<file path="config.mk">
export PLATFORM = sky130hd
export DESIGN_NAME = axis_calibration_mapper_flat
export DESIGN_NICKNAME = d
export VERILOG_FILES = /design/src/rtl/acm_pkg.sv /design/src/rtl/acm_ifs.sv /design/src/rtl/axis_calibration_mapper.sv /design/src/rtl/acm_front.sv /design/src/rtl/acm_div.sv /design/src/rtl/acm_expo.sv /design/src/flat_wrapper.sv
export VERILOG_INCLUDE_DIRS = /design/src /design/src/rtl
export SDC_FILE = /design/constraint.sdc
export NUM_CORES = 2
export LEC_CHECK = 0
export ABC_AREA = 0
export BUFFER_PORTS_ARGS = -buffer_cell sky130_fd_sc_hd__buf_2
export CORE_MARGIN = 1
export CORE_UTILIZATION = 65
export CTS_BUF_LIST = sky130_fd_sc_hd__clkbuf_2 sky130_fd_sc_hd__clkbuf_4 sky130_fd_sc_hd__clkbuf_8
export DETAILED_ROUTE_END_ITERATION = 8
export HOLD_SLACK_MARGIN = 0.02
export PLACE_DENSITY = 0.82
export SLEW_MARGIN = 20
export SYNTH_ARGS = -nofsm -noshare
export SYNTH_HDL_FRONTEND = slang
export SYNTH_HIERARCHICAL = 1
export SYNTH_SLANG_ARGS = --single-unit
</file>
<file path="constraint.sdc">
create_clock -name i_clk -period 11.15 [get_ports i_clk]
set_clock_uncertainty 0.2 [all_clocks]
set_input_delay 1.115 -clock i_clk [delete_from_list [all_inputs] [get_ports i_clk]]
set_output_delay 1.115 -clock i_clk [all_outputs]
set_load 0.005 [all_outputs]
</file>
<file path="src/rtl/axis_calibration_mapper_assert.svh">
// Assertion macros shared by the calibration mapper RTL.
`ifndef AXIS_CALIBRATION_MAPPER_ASSERT_SVH
`define AXIS_CALIBRATION_MAPPER_ASSERT_SVH

// Condition must hold whenever out of reset.
`define ACM_ASSERT_ON(lbl, clk, rst_n, cond) \
    lbl: assert property (@(posedge clk) disable iff (!rst_n) (cond)) \
        else $error("acm: check failed");

// Same-cycle implication.
`define ACM_ASSERT_IMP(lbl, clk, rst_n, ante, cons) \
    lbl: assert property (@(posedge clk) disable iff (!rst_n) (ante) |-> (cons)) \
        else $error("acm: implication failed");

// Next-cycle implication.
`define ACM_ASSERT_NXT(lbl, clk, rst_n, ante, cons) \
    lbl: assert property (@(posedge clk) disable iff (!rst_n) (ante) |=> (cons)) \
        else $error("acm: next-cycle implication failed");

`endif

</file>
<file path="src/rtl/acm_pkg.sv">
// Shared types and constants of the axis calibration mapper.
`default_nettype none
package acm_pkg;

    localparam int PADDR_W   = 5;
    localparam int REG_IDX_W = 3;

    localparam logic [REG_IDX_W-1:0] REG_RANGE_MIN    = 3'd0;
    localparam logic [REG_IDX_W-1:0] REG_RANGE_CENTER = 3'd1;
    localparam logic [REG_IDX_W-1:0] REG_RANGE_MAX    = 3'd2;
    localparam logic [REG_IDX_W-1:0] REG_DEAD_BAND    = 3'd3;
    localparam logic [REG_IDX_W-1:0] REG_EXPO_PERCENT = 3'd4;
    localparam logic [REG_IDX_W-1:0] REG_INVERT       = 3'd5;
    localparam logic [REG_IDX_W-1:0] REG_LINEAR       = 3'd6;

    localparam int MIN_RESET  = 200;
    localparam int BAND_RESET = 20;

    localparam logic [6:0]  EXPO_FULL = 7'd100;
    localparam logic [15:0] AXIS_MID  = 16'd32768;
    localparam logic [15:0] K_LINEAR  = 16'd65535;
    localparam logic [15:0] K_UP      = 16'd32767;
    localparam logic [15:0] K_DOWN    = 16'd32768;

    typedef struct packed {
        logic [6:0] expo_percent;
        logic       invert_output;
        logic       linear_mode;
    } t_mode;

endpackage
`default_nettype wire

</file>
<file path="src/rtl/acm_ifs.sv">
// Valid/ready stream interfaces for raw samples and mapped axis values.
`default_nettype none
interface acm_sample_if #(parameter int SAMPLE_BITS = 12);
    logic                   valid;
    logic                   ready;
    logic [SAMPLE_BITS-1:0] raw_sample;
    modport source (output valid, output raw_sample, input ready);
    modport sink   (input valid, input raw_sample, output ready);
endinterface

interface acm_value_if;
    logic        valid;
    logic        ready;
    logic [15:0] axis_value;
    modport source (output valid, output axis_value, input ready);
    modport sink   (input valid, input axis_value, output ready);
endinterface
`default_nettype wire

</file>
<file path="src/rtl/axis_calibration_mapper.sv">
// Throughput: one sample per cycle while the output is not stalled; the divider resolves one quotient bit per stage.
// Each stage stalls on its own, so bubbles fill while a result waits at the output.
// Reset (synchronous, active low) empties the pipeline and loads register defaults.
// Registers are read at several stages, so write them only with no sample in flight.
`default_nettype none
`include "axis_calibration_mapper_assert.svh"
module axis_calibration_mapper import acm_pkg::*; #(
    parameter int SAMPLE_BITS   = 12,
    parameter int FRACTION_BITS = 16
) (
    input  wire logic               i_clk,
    input  wire logic               i_rst_n,
    input  wire logic               psel,
    input  wire logic               penable,
    input  wire logic               pwrite,
    input  wire logic [PADDR_W-1:0] paddr,
    input  wire logic [31:0]        pwdata,
    output logic [31:0]             prdata,
    output logic                    pready,
    acm_sample_if.sink              i_sample,
    acm_value_if.source             o_result
);
    localparam int SW = SAMPLE_BITS;
    localparam int FB = FRACTION_BITS;
    localparam logic [SW-1:0] RST_MIN    = SW'(MIN_RESET);
    localparam logic [SW-1:0] RST_CENTER = {1'b1, {(SW-1){1'b0}}};
    localparam logic [SW-1:0] RST_MAX    = ~SW'(MIN_RESET);
    localparam logic [SW-1:0] RST_BAND   = SW'(BAND_RESET);

    logic [SW-1:0]          r_range_min, r_range_center, r_range_max, r_dead_band;
    logic [6:0]             r_expo;
    logic                   r_invert, r_linear;
    t_mode                  mode;
    logic                   wr_en;
    logic [REG_IDX_W-1:0]   reg_idx;

    logic                   fr_valid, fr_ready, fr_sat, fr_up;
    logic [SW-1:0]          fr_num, fr_den;
    logic                   dv_valid, dv_ready, dv_up;
    logic [FB:0]            dv_f;
    logic                   ex_valid, ex_ready, ex_up;
    logic [FB:0]            ex_g;

    logic [2:0]             go;
    logic [1:0]             r_vld;
    logic [15:0]            k_sel, r_scaled, r_axis;
    logic [FB+16:0]         scale_prod;
    logic                   r_up_o;
    logic [16:0]            sum;
    logic [15:0]            n_axis;

    assign pready  = 1'b1;
    assign wr_en   = psel && penable && pwrite;
    assign reg_idx = paddr[PADDR_W-1:2];
    assign mode    = '{expo_percent: r_expo, invert_output: r_invert, linear_mode: r_linear};

    always_ff @(posedge i_clk) begin
        if (!i_rst_n) begin
            r_range_min    <= RST_MIN;
            r_range_center <= RST_CENTER;
            r_range_max    <= RST_MAX;
            r_dead_band    <= RST_BAND;
            r_expo         <= '0;
            r_invert       <= 1'b0;
            r_linear       <= 1'b0;
        end else if (wr_en) begin
            case (reg_idx)
                REG_RANGE_MIN:    r_range_min    <= pwdata[SW-1:0];
                REG_RANGE_CENTER: r_range_center <= pwdata[SW-1:0];
                REG_RANGE_MAX:    r_range_max    <= pwdata[SW-1:0];
                REG_DEAD_BAND:    r_dead_band    <= pwdata[SW-1:0];
                REG_EXPO_PERCENT: r_expo         <= pwdata[6:0];
                REG_INVERT:       r_invert       <= pwdata[0];
                REG_LINEAR:       r_linear       <= pwdata[0];
                default: ;
            endcase
        end
    end

    always_comb begin
        case (reg_idx)
            REG_RANGE_MIN:    prdata = 32'(r_range_min);
            REG_RANGE_CENTER: prdata = 32'(r_range_center);
            REG_RANGE_MAX:    prdata = 32'(r_range_max);
            REG_DEAD_BAND:    prdata = 32'(r_dead_band);
            REG_EXPO_PERCENT: prdata = 32'(r_expo);
            REG_INVERT:       prdata = 32'(r_invert);
            REG_LINEAR:       prdata = 32'(r_linear);
            default:          prdata = '0;
        endcase
    end

    acm_front #(.SAMPLE_BITS(SW)) u_front (
        .i_clk          (i_clk),
        .i_rst_n        (i_rst_n),
        .i_mode         (mode),
        .i_range_min    (r_range_min),
        .i_range_center (r_range_center),
        .i_range_max    (r_range_max),
        .i_dead_band    (r_dead_band),
        .i_valid        (i_sample.valid),
        .o_ready        (i_sample.ready),
        .i_raw_sample   (i_sample.raw_sample),
        .o_valid        (fr_valid),
        .i_ready        (fr_ready),
        .o_num          (fr_num),
        .o_den          (fr_den),
        .o_sat          (fr_sat),
        .o_up           (fr_up)
    );

    acm_div #(.SAMPLE_BITS(SW), .FRACTION_BITS(FB)) u_div (
        .i_clk   (i_clk),
        .i_rst_n (i_rst_n),
        .i_valid (fr_valid),
        .o_ready (fr_ready),
        .i_num   (fr_num),
        .i_den   (fr_den),
        .i_sat   (fr_sat),
        .i_up    (fr_up),
        .o_valid (dv_valid),
        .i_ready (dv_ready),
        .o_f     (dv_f),
        .o_up    (dv_up)
    );

    acm_expo #(.FRACTION_BITS(FB)) u_expo (
        .i_clk   (i_clk),
        .i_rst_n (i_rst_n),
        .i_mode  (mode),
        .i_valid (dv_valid),
        .o_ready (dv_ready),
        .i_f     (dv_f),
        .i_up    (dv_up),
        .o_valid (ex_valid),
        .i_ready (ex_ready),
        .o_g     (ex_g),
        .o_up    (ex_up)
    );

    assign go[2]    = o_result.ready;
    assign go[1]    = !r_vld[1] || go[2];
    assign go[0]    = !r_vld[0] || go[1];
    assign ex_ready = go[0];

    always_comb begin
        if (r_linear) begin
            k_sel = K_LINEAR;
        end else if (ex_up) begin
            k_sel = K_UP;
        end else begin
            k_sel = K_DOWN;
        end
        scale_prod = (FB+17)'(ex_g) * (FB+17)'(k_sel);
        if (r_linear) begin
            sum = {1'b0, r_scaled};
        end else if (r_up_o) begin
            sum = {1'b0, AXIS_MID} + {1'b0, r_scaled};
        end else begin
            sum = {1'b0, AXIS_MID} - {1'b0, r_scaled};
        end
        n_axis = r_invert ? ~sum[15:0] : sum[15:0];
    end

    always_ff @(posedge i_clk) begin
        if (!i_rst_n) begin
            r_vld <= '0;
        end else begin
            if (go[0]) r_vld[0] <= ex_valid;
            if (go[1]) r_vld[1] <= r_vld[0];
        end
    end

    always_ff @(posedge i_clk) begin
        if (go[0]) begin
            r_scaled <= scale_prod[FB+15:FB];
            r_up_o   <= ex_up;
        end
        if (go[1]) begin
            r_axis <= n_axis;
        end
    end

    assign o_result.valid      = r_vld[1];
    assign o_result.axis_value = r_axis;

    `ACM_ASSERT_NXT(a_scale_hold, i_clk, i_rst_n, r_vld[0] && !go[1], r_vld[0])

endmodule
`default_nettype wire

</file>
<file path="src/rtl/acm_front.sv">
// Front stages: offset, span and dead band to numerator and divisor.
`default_nettype none
`include "axis_calibration_mapper_assert.svh"
module acm_front import acm_pkg::*; #(
    parameter int SAMPLE_BITS
) (
    input  wire logic                   i_clk,
    input  wire logic                   i_rst_n,
    input  wire t_mode                  i_mode,
    input  wire logic [SAMPLE_BITS-1:0] i_range_min,
    input  wire logic [SAMPLE_BITS-1:0] i_range_center,
    input  wire logic [SAMPLE_BITS-1:0] i_range_max,
    input  wire logic [SAMPLE_BITS-1:0] i_dead_band,
    input  wire logic                   i_valid,
    output logic                        o_ready,
    input  wire logic [SAMPLE_BITS-1:0] i_raw_sample,
    output logic                        o_valid,
    input  wire logic                   i_ready,
    output logic [SAMPLE_BITS-1:0]      o_num,
    output logic [SAMPLE_BITS-1:0]      o_den,
    output logic                        o_sat,
    output logic                        o_up
);
    localparam int SW = SAMPLE_BITS;

    logic [2:0]    go;
    logic [1:0]    r_vld;
    logic [SW:0]   d_lin, d_ctr, d_neg, span_raw, n_off;
    logic          n_up1;
    logic [SW-1:0] n_span;
    logic [SW:0]   r_off;
    logic [SW-1:0] r_span;
    logic          r_up1;
    logic [SW:0]   off_db, span_db;
    logic [SW-1:0] n_num, n_den;
    logic          n_sat;
    logic [SW-1:0] r_num, r_den;
    logic          r_sat, r_up2;

    assign go[2]   = i_ready;
    assign go[1]   = !r_vld[1] || go[2];
    assign go[0]   = !r_vld[0] || go[1];
    assign o_ready = go[0];

    always_comb begin
        d_lin = {1'b0, i_raw_sample} - {1'b0, i_range_min};
        d_ctr = {1'b0, i_raw_sample} - {1'b0, i_range_center};
        d_neg = {1'b0, i_range_center} - {1'b0, i_raw_sample};
        n_up1 = ~d_ctr[SW];
        if (i_mode.linear_mode) begin
            span_raw = {1'b0, i_range_max} - {1'b0, i_range_min};
            n_off    = d_lin;
        end else if (n_up1) begin
            span_raw = {1'b0, i_range_max} - {1'b0, i_range_center};
            n_off    = d_ctr;
        end else begin
            span_raw = {1'b0, i_range_center} - {1'b0, i_range_min};
            n_off    = d_neg;
        end
        if (span_raw[SW] || span_raw == '0) begin
            n_span = SW'(1);
        end else begin
            n_span = span_raw[SW-1:0];
        end
    end

    always_comb begin
        off_db  = r_off - {1'b0, i_dead_band};
        span_db = {1'b0, r_span} - {1'b0, i_dead_band};
        if (i_mode.linear_mode) begin
            n_den = r_span;
            if (r_off[SW]) begin
                n_num = '0;
            end else if (r_off[SW-1:0] >= r_span) begin
                n_num = r_span;
            end else begin
                n_num = r_off[SW-1:0];
            end
        end else begin
            n_num = off_db[SW] ? '0 : off_db[SW-1:0];
            n_den = (span_db[SW] || span_db == '0) ? SW'(1) : span_db[SW-1:0];
        end
        n_sat = n_num >= n_den;
    end

    always_ff @(posedge i_clk) begin
        if (!i_rst_n) begin
            r_vld <= '0;
        end else begin
            if (go[0]) r_vld[0] <= i_valid;
            if (go[1]) r_vld[1] <= r_vld[0];
        end
    end

    always_ff @(posedge i_clk) begin
        if (go[0]) begin
            r_off  <= n_off;
            r_span <= n_span;
            r_up1  <= n_up1;
        end
        if (go[1]) begin
            r_num <= n_sat ? '0 : n_num;
            r_den <= n_den;
            r_sat <= n_sat;
            r_up2 <= r_up1;
        end
    end

    assign o_valid = r_vld[1];
    assign o_num   = r_num;
    assign o_den   = r_den;
    assign o_sat   = r_sat;
    assign o_up    = r_up2;

    `ACM_ASSERT_IMP(a_den_nonzero, i_clk, i_rst_n, r_vld[1], r_den != '0)

endmodule
`default_nettype wire

</file>
<file path="src/rtl/acm_div.sv">
// Pipelined restoring divider: one quotient bit per stage, capped at 1.0.
`default_nettype none
`include "axis_calibration_mapper_assert.svh"
module acm_div #(
    parameter int SAMPLE_BITS,
    parameter int FRACTION_BITS
) (
    input  wire logic                     i_clk,
    input  wire logic                     i_rst_n,
    input  wire logic                     i_valid,
    output logic                          o_ready,
    input  wire logic [SAMPLE_BITS-1:0]   i_num,
    input  wire logic [SAMPLE_BITS-1:0]   i_den,
    input  wire logic                     i_sat,
    input  wire logic                     i_up,
    output logic                          o_valid,
    input  wire logic                     i_ready,
    output logic [FRACTION_BITS:0]        o_f,
    output logic                          o_up
);
    localparam int SW = SAMPLE_BITS;
    localparam int FB = FRACTION_BITS;

    logic [FB:0]   go;
    logic [FB-1:0] r_vld, r_sat, r_up;
    logic [SW-1:0] r_rem [FB];
    logic [SW-1:0] r_den [FB];
    logic [FB-1:0] r_quo [FB];
    logic [SW-1:0] src_rem [FB];
    logic [SW-1:0] src_den [FB];
    logic [FB-1:0] src_quo [FB];
    logic [SW+1:0] trial   [FB];
    logic [SW-1:0] n_rem   [FB];
    logic [FB-1:0] n_quo   [FB];

    assign go[FB]  = i_ready;
    assign o_ready = go[0];

    for (genvar k = 0; k < FB; k++) begin : g_go
        assign go[k] = !r_vld[k] || go[k+1];
    end

    always_comb begin
        for (int k = 0; k < FB; k++) begin
            if (k == 0) begin
                src_rem[k] = i_num;
                src_den[k] = i_den;
                src_quo[k] = '0;
            end else begin
                src_rem[k] = r_rem[k-1];
                src_den[k] = r_den[k-1];
                src_quo[k] = r_quo[k-1];
            end
            trial[k] = {1'b0, src_rem[k], 1'b0} - {2'b00, src_den[k]};
            if (trial[k][SW+1]) begin
                n_rem[k] = src_rem[k] << 1;
                n_quo[k] = src_quo[k] << 1;
            end else begin
                n_rem[k] = trial[k][SW-1:0];
                n_quo[k] = (src_quo[k] << 1) | FB'(1);
            end
        end
    end

    always_ff @(posedge i_clk) begin
        if (!i_rst_n) begin
            r_vld <= '0;
        end else begin
            for (int k = 0; k < FB; k++) begin
                if (go[k]) r_vld[k] <= (k == 0) ? i_valid : r_vld[k-1];
            end
        end
    end

    always_ff @(posedge i_clk) begin
        for (int k = 0; k < FB; k++) begin
            if (go[k]) begin
                r_rem[k] <= n_rem[k];
                r_den[k] <= src_den[k];
                r_quo[k] <= n_quo[k];
                r_sat[k] <= (k == 0) ? i_sat : r_sat[k-1];
                r_up[k]  <= (k == 0) ? i_up  : r_up[k-1];
            end
        end
    end

    assign o_valid = r_vld[FB-1];
    assign o_f     = r_sat[FB-1] ? {1'b1, {FB{1'b0}}} : {1'b0, r_quo[FB-1]};
    assign o_up    = r_up[FB-1];

    `ACM_ASSERT_IMP(a_rem_below_den, i_clk, i_rst_n, r_vld[FB-1] && !r_sat[FB-1], r_rem[FB-1] < r_den[FB-1])

endmodule
`default_nettype wire

</file>
<file path="src/rtl/acm_expo.sv">
// Expo stages: square, cube, percent blend and divide by one hundred.
`default_nettype none
`include "axis_calibration_mapper_assert.svh"
module acm_expo import acm_pkg::*; #(
    parameter int FRACTION_BITS
) (
    input  wire logic                 i_clk,
    input  wire logic                 i_rst_n,
    input  wire t_mode                i_mode,
    input  wire logic                 i_valid,
    output logic                      o_ready,
    input  wire logic [FRACTION_BITS:0] i_f,
    input  wire logic                 i_up,
    output logic                      o_valid,
    input  wire logic                 i_ready,
    output logic [FRACTION_BITS:0]    o_g,
    output logic                      o_up
);
    localparam int FB = FRACTION_BITS;
    localparam int FW = FB + 1;
    localparam int XW = FB + 7;
    localparam int MW = XW - 6;
    localparam logic [MW-1:0] RECIP = MW'((64'd1 << XW) / 64'(EXPO_FULL));

    logic [5:0]       go;
    logic [4:0]       r_vld, r_up;
    logic [6:0]       e_cl, e_inv;
    logic [2*FW-1:0]  sq, cube;
    logic [XW+MW-1:0] prod_q;
    logic [XW-1:0]    blend, rem_c;
    logic [FW-1:0]    r_f0, r_f2, r_f1, r_f3, r_q3, r_g;
    logic [XW-1:0]    r_x, r_x3;

    assign go[5]   = i_ready;
    assign o_ready = go[0];

    for (genvar k = 0; k < 5; k++) begin : g_go
        assign go[k] = !r_vld[k] || go[k+1];
    end

    always_comb begin
        e_cl   = (i_mode.expo_percent > EXPO_FULL) ? EXPO_FULL : i_mode.expo_percent;
        e_inv  = EXPO_FULL - e_cl;
        sq     = (2*FW)'(i_f) * (2*FW)'(i_f);
        cube   = (2*FW)'(r_f2) * (2*FW)'(r_f0);
        blend  = XW'(e_inv) * XW'(r_f1) + XW'(e_cl) * XW'(r_f3);
        prod_q = (XW+MW)'(r_x) * (XW+MW)'(RECIP);
        rem_c  = r_x3 - XW'(r_q3) * XW'(EXPO_FULL);
    end

    always_ff @(posedge i_clk) begin
        if (!i_rst_n) begin
            r_vld <= '0;
        end else begin
            for (int k = 0; k < 5; k++) begin
                if (go[k]) r_vld[k] <= (k == 0) ? i_valid : r_vld[k-1];
            end
        end
    end

    always_ff @(posedge i_clk) begin
        for (int k = 0; k < 5; k++) begin
            if (go[k]) r_up[k] <= (k == 0) ? i_up : r_up[k-1];
        end
        if (go[0]) begin
            r_f0 <= i_f;
            r_f2 <= sq[2*FB:FB];
        end
        if (go[1]) begin
            r_f1 <= r_f0;
            r_f3 <= cube[2*FB:FB];
        end
        if (go[2]) begin
            r_x <= blend;
        end
        if (go[3]) begin
            r_x3 <= r_x;
            r_q3 <= prod_q[XW+MW-1:XW];
        end
        if (go[4]) begin
            r_g <= (rem_c >= XW'(EXPO_FULL)) ? r_q3 + FW'(1) : r_q3;
        end
    end

    assign o_valid = r_vld[4];
    assign o_g     = r_g;
    assign o_up    = r_up[4];

    `ACM_ASSERT_IMP(a_one_correction, i_clk, i_rst_n, r_vld[3], rem_c < XW'(2) * XW'(EXPO_FULL))

endmodule
`default_nettype wire

</file>
<file path="src/flat_wrapper.sv">
// flat-port wrapper written by rule: the top's interface ports become plain ports
module axis_calibration_mapper_flat import acm_pkg::*;
#(
    parameter int SAMPLE_BITS   = 12,
    parameter int FRACTION_BITS = 16
)
  (i_clk, i_rst_n, psel, penable, pwrite, paddr, pwdata, prdata, pready, i_sample_valid, i_sample_raw_sample, i_sample_ready, o_result_valid, o_result_axis_value, o_result_ready);
  acm_sample_if #(.SAMPLE_BITS(SAMPLE_BITS)) i_sample_i ();
  acm_value_if o_result_i ();
  input  wire logic i_clk;
  input  wire logic i_rst_n;
  input  wire logic psel;
  input  wire logic penable;
  input  wire logic pwrite;
  input  wire logic [PADDR_W-1:0] paddr;
  input  wire logic [31:0] pwdata;
  output logic [31:0] prdata;
  output logic pready;
  input wire logic [$bits(i_sample_i.valid)-1:0] i_sample_valid;
  input wire logic [$bits(i_sample_i.raw_sample)-1:0] i_sample_raw_sample;
  output wire logic [$bits(i_sample_i.ready)-1:0] i_sample_ready;
  output wire logic [$bits(o_result_i.valid)-1:0] o_result_valid;
  output wire logic [$bits(o_result_i.axis_value)-1:0] o_result_axis_value;
  input wire logic [$bits(o_result_i.ready)-1:0] o_result_ready;
  assign i_sample_i.valid = i_sample_valid;
  assign i_sample_i.raw_sample = i_sample_raw_sample;
  assign i_sample_ready = i_sample_i.ready;
  assign o_result_valid = o_result_i.valid;
  assign o_result_axis_value = o_result_i.axis_value;
  assign o_result_i.ready = o_result_ready;
  axis_calibration_mapper #(.SAMPLE_BITS(SAMPLE_BITS), .FRACTION_BITS(FRACTION_BITS)) u_core (.i_clk(i_clk), .i_rst_n(i_rst_n), .psel(psel), .penable(penable), .pwrite(pwrite), .paddr(paddr), .pwdata(pwdata), .prdata(prdata), .pready(pready), .i_sample(i_sample_i), .o_result(o_result_i));
endmodule
</file>
==> impl_metrics.json <==
{
  "antenna_violations_before_repair": 3,
  "place_worst_setup_slack_ns": 1.606,
  "hold_viol": 0,
  "detailedRoute.firstIterationViolations": 4068,
  "synth_enable_flop_cells": 764,
  "cts_num_sinks": 846,
  "synthArstFlopShare": 0,
  "grt_overflow_total": 0,
  "timing.critical_path.mode_cell": "fa_1",
  "boundaryPins": 107,
  "post_synth.cell_area_avg_um2": 10.54,
  "gp_congestion": 0.9425,
  "antenna_violating_nets_post_route": 0,
  "timing.max_slew.rel_slack": 0.3082,
  "netlist.area_leader.share": 0.2749,
  "setup_viol_count_final": 0,
  "clock_pin_transition_on_the_worst_setup_and_hold_timing_paths_ns": 0.06,
  "layout_worst_path_cycle_share": 0.8650,
  "clkLatencyLatePin_ns": 0.89,
  "cts_setup_buffers": 0,
  "crit_path_start_kind": "flop",
  "highest-signal-layer": "met4",
  "reg2reg_slack_ns": 1.50,
  "die-area_mm2": 0.1298,
  "finalWorstSetupSlack_ns": 1.505,
  "cts_htree_levels": 4,
  "total_number_of_placement_rows": 131,
  "clock_tree.buffer_depth": 3,
  "avgViaCountPerCell": 5.801,
  "cp_slowest_stage_delay_ns": 0.90,
  "die_w_um": 360.3,
  "post_cts_resized": 0,
  "hpwl_mm": 141.0,
  "min_cycle_time_layout_ns": 9.645,
  "placement.cell_area_mm2": 0.08522,
  "core_area_mm2": 0.1275,
  "met3_wirelength_mm": 10.67,
  "cts_root_buf": "clkbuf_8",
  "cp_data_required_time_ns": 11.56,
  "critical_path_arrival_ns": 10.05,
  "drt_pre_antenna_iters": 9,
  "tritoncts": "yes",
  "path_class": "flop to flop",
  "drv_slew": 0,
  "numCtsBuffers": 143,
  "worstSetupEndpointType": "flop",
  "mappedNetlistArea_mm2": 0.08344,
  "first_global_vias": 59760,
  "groute.usage.overall": 0.2825,
  "yosys.cell_count.top_type": "inv_1",
  "final_cell_area_mm2": 0.08813,
  "routed_wl_mm": 177.9,
  "synth.area.top_cells": "edfxtp_1 27%, fa_1 23%, ha_1 14%",
  "synth.lib_cells_used.distinct": 101,
  "routedWlPerCell_um": 18.21,
  "finalNetCount": 9909,
  "postSynthRegisterBits": 846,
  "netlist_instances": 7920,
  "max_cap_violations": 0,
  "timing.setup.tns_ns": 0,
  "critPathMaxFanout": 27,
  "ys.flop_type": "edfxtp_1",
  "grt_start_max_net_pins": 83,
  "synthTopCellsByCount": "1520 x inv_1, 947 x fa_1, 911 x ha_1",
  "wirelength_met1_mm": 69.51,
  "crit_path_top_delay_cell": "and2_1",
  "syn2layout_area_growth_pct": 5.622,
  "num-fill-cells": 9118,
  "synth_largest_area_cell": "edfxtp_1",
  "yosysSeqAreaShare": 0.2946,
  "run_status": "finished clean",
  "route.detailed.drc": 0,
  "cts-hold-fix-buffers": 0,
  "initial_utilization": 0.6543,
  "maximum_clock_frequency_mhz": 103.7,
  "grt_first_pass_wirelength_mm": 295.2,
  "dr_total_vias": 56660,
  "numPortBuffers": 63,
  "height_of_the_die_um": 360.3,
  "yosysWarningCount": 6,
  "layout-drive-gt1-share": 0.07503,
  "hold_path.class": "flop to flop",
  "worst_pin_slew_ns": 1.038,
  "met2_length_mm": 89.54,
  "unrepaired_setup_endpoints_after_global_routing": "no"
}
## metrics by stage
stage | hold WS (ns) | util | instances
after floorplan | 0.2003 | - | 7939
after global placement | 0.2001 | 0.6683 | 9512
after global routing | 0.2098 | 0.6911 | 9766
final | 0.2080 | 0.6911 | 9768
after detailed placement | 0.2045 | 0.6683 | 9512
after CTS | 0.2099 | 0.6910 | 9765
## metal layers
metal | up-vias | GRT usage
met5 | - | 0
met4 | 0 | 0.1275
met3 | 479 | 0.03991
met2 | 1842 | 0.4948
met1 | 27960 | 0.3466
li1 | 26380 | -
## cell usage in the layout (no fill, tap or decap), types with 42 or more instances in the layout
| cell type | synthesis | layout |
|---|---|---|
| a21boi_0 | 42 | 42 |
| a21o_1 | 57 | 57 |
| a21oi_1 | 282 | 282 |
| a21oi_2 | 75 | 75 |
| and2_1 | 301 | 301 |
| and3_1 | 69 | 69 |
| buf_2 | 15 | 63 |
| buf_4 | 23 | 48 |
| clkbuf_4 | 0 | 43 |
| clkbuf_8 | 0 | 148 |
| dfxtp_1 | 82 | 81 |
| edfxtp_1 | 764 | 764 |
| fa_1 | 947 | 947 |
| ha_1 | 911 | 911 |
| inv_1 | 1520 | 1519 |
| mux2_4 | 42 | 42 |
| mux2i_1 | 56 | 56 |
| nand2_1 | 674 | 669 |
| nand2b_1 | 45 | 45 |
| nand3_1 | 62 | 60 |
| nor2_1 | 282 | 282 |
| nor2_2 | 59 | 59 |
| nor2b_1 | 116 | 116 |
| nor3_1 | 73 | 72 |
| o211ai_1 | 47 | 47 |
| o21a_1 | 96 | 96 |
| o21ai_0 | 195 | 194 |
| o31a_1 | 48 | 48 |
| xnor2_1 | 218 | 218 |
| xor2_1 | 116 | 116 |
## registers in the layout (all words and copies together), names as in the netlist, 13 cells and up
signal,cells
u_core/u_div/r_den,180
u_core/u_div/r_rem,180
u_core/u_div/r_quo,136
u_core/u_expo/r_x,23
u_core/u_expo/r_x3,21
u_core/u_expo/o_g,17
u_core/u_expo/r_f0,17
u_core/u_expo/r_f1,17
u_core/u_expo/r_f2,17
u_core/u_expo/r_f3,17
u_core/u_expo/r_q3,17
u_core/o_result.axis_value,16
u_core/r_scaled,16
u_core/u_div/r_sat,16
u_core/u_div/r_up,16
u_core/u_div/r_vld,16
u_core/u_front/r_off,13
## cell type report
type                            count  area [µm²]  area share
Timing Repair Buffer              111       675.6    0.007666
Multi-Input combinational cell   5371       52180      0.5920
Inverter                         1522        5713     0.06482
Sequential cell                   846       24580      0.2790
Antenna cell                        3       7.507  0.00008518
Tap cell                         1662        2079     0.02359
Clock buffer                      191        2360     0.02677
Clock inverter                     62       534.3    0.006062
## worst paths after layout
path | to | startpoint | cells after the start
hold reg to reg | u_core/u_div/r_quo[1][82]$_DFFE_PP_ | u_core/u_div/r_quo[1][65]$_DFFE_PP_ | 0
setup reg to reg | u_core/u_expo/r_x[22]$_DFFE_PP_ | u_core/r_expo[6]$_SDFFE_PN0P_ | 32
setup / recovery | u_core/u_expo/r_x[22]$_DFFE_PP_ | u_core/r_expo[6]$_SDFFE_PN0P_ | 32
hold / removal | u_core/u_div/r_quo[1][82]$_DFFE_PP_ | u_core/u_div/r_quo[1][65]$_DFFE_PP_ | 0
## worst max-delay path: cells and delay by family (launching register included)
family	cells	cell delay, ns
XOR/XNOR	1	0.13
buffers and inverters	8	1.02
adder cells (fa/ha/maj)	8	3.53
flip-flops	1	0.30
AO/OA/AOI/OAI	11	2.87
AND/OR/NAND/NOR	4	1.29
## cell families after synthesis
kind of cell / count (synthesis) / share of synthesized area
xor+xnor: 334 / 0.03506
compound gates: 1199 / 0.09823
simple gates: 1848 / 0.1101
fa+ha+maj: 1858 / 0.3638
mux: 111 / 0.01684
flops: 846 / 0.2946
other cells: 2 / 0.00009000
buf+inv: 1722 / 0.08124
Power is not shown: default switching activity piles up to over one toggle a cycle in this logic, so the estimate is an artifact.
